## src/design/brb_pkg.sv

```systemverilog
`timescale 1ns / 1ps

package brb_pkg;

   // Ring storage depth; the slot indices are sized from it.
   localparam int DEPTH = 1024;
   localparam int IDX_W = $clog2(DEPTH);
   localparam int CAP_W = 10;
   // Working width for index sums, fill counts and capacity values.
   localparam int SUM_W = ((IDX_W > CAP_W) ? IDX_W : CAP_W) + 1;

   localparam logic [CAP_W-1:0] CAP_RESET = 10'd1023;

   localparam logic [2:0] OP_PUSH_OVR = 3'd0;
   localparam logic [2:0] OP_PUSH     = 3'd1;
   localparam logic [2:0] OP_POP      = 3'd2;
   localparam logic [2:0] OP_PEEK     = 3'd3;
   localparam logic [2:0] OP_DISCARD  = 3'd4;
   localparam logic [2:0] OP_CLEAR    = 3'd5;

   typedef struct packed {
      logic [2:0] opcode;
      logic [7:0] data_byte;
      logic [9:0] count;
   } brb_req_type;

   typedef struct packed {
      logic [7:0] data_out;
      logic       ok;
      logic       dropped_oldest;
      logic [9:0] moved;
      logic [9:0] used_count;
      logic [9:0] free_count;
      logic [9:0] contiguous_span;
   } brb_rsp_type;

   // Commands from the controller to the datapath.
   typedef struct packed {
      logic accept;
      logic prep;
      logic exec;
      logic finish;
   } brb_cmd_type;

endpackage

```

## src/design/brb_ctrl.sv

```systemverilog
`timescale 1ns / 1ps

module brb_ctrl import brb_pkg::*; (
   input  logic        clock,
   input  logic        reset,
   input  logic        req_valid,
   output logic        req_ready,
   output logic        rsp_valid,
   input  logic        rsp_ready,
   output brb_cmd_type cmd
);

   typedef enum logic [3:0] {
      S_IDLE = 4'b0001,
      S_PREP = 4'b0010,
      S_EXEC = 4'b0100,
      S_DONE = 4'b1000
   } brb_state_type;

   brb_state_type state_ff, state_in;
   logic          rsp_valid_ff, rsp_valid_in;

   always_comb begin
      state_in     = state_ff;
      rsp_valid_in = rsp_valid_ff;
      cmd          = '0;
      // A waiting result leaves once it has been taken.
      if (rsp_valid_ff && rsp_ready) begin
         rsp_valid_in = 1'b0;
      end
      case (state_ff)
         S_IDLE: begin
            if (req_valid) begin
               cmd.accept = 1'b1;
               state_in   = S_PREP;
            end
         end
         S_PREP: begin
            cmd.prep = 1'b1;
            state_in = S_EXEC;
         end
         S_EXEC: begin
            cmd.exec = 1'b1;
            state_in = S_DONE;
         end
         S_DONE: begin
            if (!rsp_valid_ff || rsp_ready) begin
               cmd.finish   = 1'b1;
               rsp_valid_in = 1'b1;
               state_in     = S_IDLE;
            end
         end
         default: begin
            state_in = S_IDLE;
         end
      endcase
   end

   always_ff @(posedge clock) begin
      if (reset) begin
         state_ff     <= S_IDLE;
         rsp_valid_ff <= 1'b0;
      end else begin
         state_ff     <= state_in;
         rsp_valid_ff <= rsp_valid_in;
      end
   end

   assign req_ready = (state_ff == S_IDLE);
   assign rsp_valid = rsp_valid_ff;

endmodule

```

## config.mk

```make
export PLATFORM = sky130hd
export DESIGN_NAME = brb_ctrl
export DESIGN_NICKNAME = d
export VERILOG_FILES = /design/src/design/brb_pkg.sv /design/src/design/brb_ctrl.sv
export SDC_FILE = /design/constraint.sdc
export NUM_CORES = 1
export LEC_CHECK = 0
export ABC_CLOCK_PERIOD_IN_PS = 1600
export BUFFER_PORTS_ARGS = -buffer_cell sky130_fd_sc_hd__clkbuf_2
export CAP_MARGIN = 0
export CORE_AREA = 4 4 41 43
export CTS_CLUSTER_DIAMETER = 200
export DETAILED_ROUTE_END_ITERATION = 7
export DIE_AREA = 0 0 45 47
export PLACE_DENSITY = 0.37
export SETUP_SLACK_MARGIN = 0.2
export SLEW_MARGIN = 10
export SYNTH_ARGS = -nofsm -noshare
export SYNTH_HDL_FRONTEND = slang
export SYNTH_SLANG_ARGS = --single-unit
```

## constraint.sdc

```tcl
create_clock -name clock -period 1.6 [get_ports clock]
set_clock_uncertainty 0.05 [all_clocks]
set_input_delay 0.24 -clock clock [delete_from_list [all_inputs] [get_ports clock]]
set_output_delay 0.24 -clock clock [all_outputs]
set_load 0.02 [all_outputs]
```

### Word level (Yosys, flattened, before mapping)

Cells that the tools add are included.

| storage, ports and cells | value |
|---|---|
| bits in registers | 5 |
| latch bits | 0 |
| memory bits (writable) | 0 |
| ROM bits | 0 |
| input port bits | 4 |
| output and inout bits | 6 |
| logic and storage cells | 24 |
| memories | 0 |

| operators by class | value |
|---|---|
| add/sub/neg operators | 0 |
| multiply operators | 0 |
| divide/modulo/power cells | 0 |
| $lt $le $gt $ge | 0 |
| eq/ne operators | 6 |
| shift-type cells | 0 |
| mux-type cells | 12 |
| bitwise operators | 0 |
| reductions and logical operators | 4 |

Operator list:

| operator | count |
|---|---|
| 4-bit case mux with 4 select lines | 1 |
| 1-bit two-way mux | 9 |
| 4-bit two-way mux | 2 |
| 4-bit by 1-bit equality test with 1-bit output, second input constant | 1 |
| 4-bit by 2-bit equality test with 1-bit output, second input constant | 1 |
| 4-bit by 3-bit equality test with 1-bit output, second input constant | 1 |
| 4-bit equality test, second input constant | 1 |
| 2-bit inequality test, second input constant | 2 |
| 2-bit AND reduction | 1 |
| 1-bit logical AND | 1 |
| 1-bit logical NOT | 1 |
| 1-bit logical OR | 1 |

### Longest topological paths before layout

| depth | value |
|---|---|
| depth after elaboration | 4 |
| mapped depth | 4 |
| mapped depth without buffers | 3 |

### Worst setup path before layout

OpenSTA, ideal clock, no wires.

| path | value |
|---|---|
| path type | register to output |
| start | reg state_ff[3] |
| end | out cmd[0] (netlist name) |
| arrival time | 1312 ps |
| data required time | 1310 ps |
| slack | -2 ps |
| stages on the path, launching flop included | 4 |
| path buffers | 0 |
| cells stage by stage | dfxtp_1 -> inv_2 -> or4_1 -> nor2b_1 |

RTL lines:

| item | line | RTL |
|---|---|---|
| start: declaration | brb_ctrl.sv:20 | `brb_state_type state_ff, state_in;` |
| start signal: assignment | brb_ctrl.sv:64 | `state_ff <= state_in;` |
| end: declaration | brb_ctrl.sv:10 | `output brb_cmd_type cmd` |

==> impl_metrics.py <==
metrics = {
    "place": {
        "placed_cell_area_sq_um": 344,
        "hpwl_microns": 465,
        "place.gp.congestion": 0.687,
        "dp.cells": 53,
        "port_buffers": 9,
    },
    "finish": {
        "n_fill_cell": 149,
        "final_nets": 50,
        "area_growth_pct": 85.4,
        "final_cell_mix": "6 x buf_4, 4 x clkbuf_2, 4 x dfxtp_2",
        "stdcell_area_sq_um": 478,
        "drive_gt1_frac": 0.689,
        "diodes": 0,
        "final_common_cell": "buf_4",
        "layout.cells.non_filler": 60,
    },
    "global_route": {
        "grt_pass1_vias": 255,
        "grtUsageTotal": 0.0759,
        "grt_pass1_wl_mm": 1.11,
        "antenna_found_initial": 0,
        "grt.overflow.total": 0,
        "grt_max_degree": 8,
    },
    "die": {
        "die_x_microns": 45,
        "die_area_sq_um": 2120,
        "initial_core_util": 0.198,
        "core_area_sq_um": 1300,
        "dieHeight_microns": 47,
        "io_pins": 10,
        "num_rows": 13,
    },
    "setup_path": {
        "crit_required_ps": 1310,
        "crit_type": "register to output port",
        "path_max_fanout": 2,
        "worstSetupStartpointType": "register",
        "crit_arrival_ps": 1380,
        "cp-end-kind": "output port",
    },
    "timing": {
        "slew_viol_final": 0,
        "setup_slack_ps": -67.3,
        "setup_viol": 1,
        "post-route-period-util": 1.04,
        "clock.fmax_mhz": 600,
        "rsz0062_at_grt": "yes",
        "slew_headroom": 0.849,
        "tightest_slew_ps": 225,
        "final_hold_viol_count": 0,
        "min_period_ps": 1670,
    },
    "drt": {
        "drtIter0Drc": 1,
        "routedWlPerCell_microns": 11.6,
        "drtPass1Iterations": 2,
        "drc_errors": 0,
        "vias": 264,
        "ant_nets": 0,
        "routed_wl_microns": 694,
        "drt-vias-per-instance": 4.40,
    },
    "outcome": {
        "status": "finished, violations left",
        "violations": "setup timing",
    },
    "worst_hold_path": {
        "hold_class": "input pin to register",
    },
    "clocking": {
        "cts_tree": "built",
        "clk_pin_slew_ps": 40,
        "clock_latency_ps": 240,
        "h-tree-depth": 1,
        "cts_max_path_buffers": 2,
        "cts_hold_buf": 0,
        "clockRootBuffer": "clkbuf_4",
        "cts_buffers": 3,
        "cts_sinks": 5,
    },
    "synthesis": {
        "yosys.area.top_type_share": 0.388,
        "synthArstFlopShare": 0,
        "syn_nets": 32,
        "yosysWarnings": 0,
        "ys_ff_latch": 5,
        "synth_edf_count": 0,
        "yosysMostFrequentCell": "dfxtp_1",
        "syn_area_per_cell_sq_um": 9.21,
        "synth_area_leaders": "dfxtp_1 39%, nor2b_1 7.3%, nor4b_2 5.8%",
        "ys_types": 22,
        "yosys_most_used_dff": "dfxtp_1",
        "netlist_top_cells_count": "5 x dfxtp_1, 3 x nor2b_1",
        "yosysSeqAreaShare": 0.388,
        "postSynthCellCount": 28,
        "yosysTopAreaCell": "dfxtp_1",
        "synth_area_sq_um": 258,
    },
    "pwr": {
        "leakagePower_uw": 0.000202,
        "peakVddDrop_v": 0.000341,
        "p_per_area_nw_per_um2": 829,
    },
    "run": {
        "drv_cap": 0,
    },
}
[layer usage]
metal | up-vias | wire length (microns) | track usage
li1 | 134 | - | -
met1 | 125 | 295 | 0.0845
met2 | 5 | 356 | 0.119
met3 | 0 | 43 | 0.0307
met4 | 0 | 0 | 0.0526
met5 | - | 0 | 0
[state kept, by name (all words and copies together) (netlist names)]
name,cells
state_ff,4
rsp_valid,1
[kinds of logic after synthesis]
family | count (synthesis) | share of synthesized area
AND/OR/NAND/NOR | 13 | 0.354
flip-flops | 5 | 0.388
AO/OA/AOI/OAI | 4 | 0.107
buffers and inverters | 4 | 0.0776
XOR/XNOR | 1 | 0.0340
multiplexers | 1 | 0.0388
[layout make-up]
cell class / count / area [sq um] / area share
multi-input cells: 19 / 188 / 0.393
repair buffers: 15 / 133 / 0.277
flip-flops and latches: 5 / 105 / 0.220
clock buffers: 4 / 26.3 / 0.0550
well taps: 15 / 18.8 / 0.0393
inverters: 2 / 7.51 / 0.0157
[final timing paths]
check        slack (ps)                startpoint  depth (start not counted)                  endpoint
min reg2reg         440      rsp_valid$_SDFF_PP0_                          2      rsp_valid$_SDFF_PP0_
max reg2reg         300  state_ff[2]$_SDFFE_PP0P_                          5  state_ff[0]$_SDFFE_PP1P_
min                 180                     reset                          2  state_ff[1]$_SDFFE_PP0P_
max                 -70  state_ff[2]$_SDFFE_PP0P_                          3                    cmd[0]
[worst max-delay path, cell delays in order, from the launching register on]
cell	delay [ps]
dfxtp_2	320
or4_4	540
nor2b_2	130
clkbuf_8	150
[per-stage QoR]
stage	power, uW	worst slack, ps	hold WS, ps	TNS [ps]	utilization
after detailed placement	210	102	451	0	0.264
after global routing	417	-114	182	-178	0.367
after CTS	400	-53.8	188	-53.8	0.358
after floorplan	186	28.7	259	0	-
after global placement	210	94.6	444	0	0.264
final	396	-67.3	179	-67.3	0.367
[what timing repair did]
action | 4_1_cts | 5_1_grt
gates resized for setup | 19 | 5
setup endpoints to repair | 5 | 6
pin swaps | 4 | 2
buffers inserted | 3 | 0
[power breakdown]
part / total [uW] / switching (uW) / internal (uW)
combinational: 105 / 41.7 / 63.3
sequential: 146 / 13.0 / 133
clock: 146 / 51.3 / 94.3
Power figures use the tool's default switching activity.
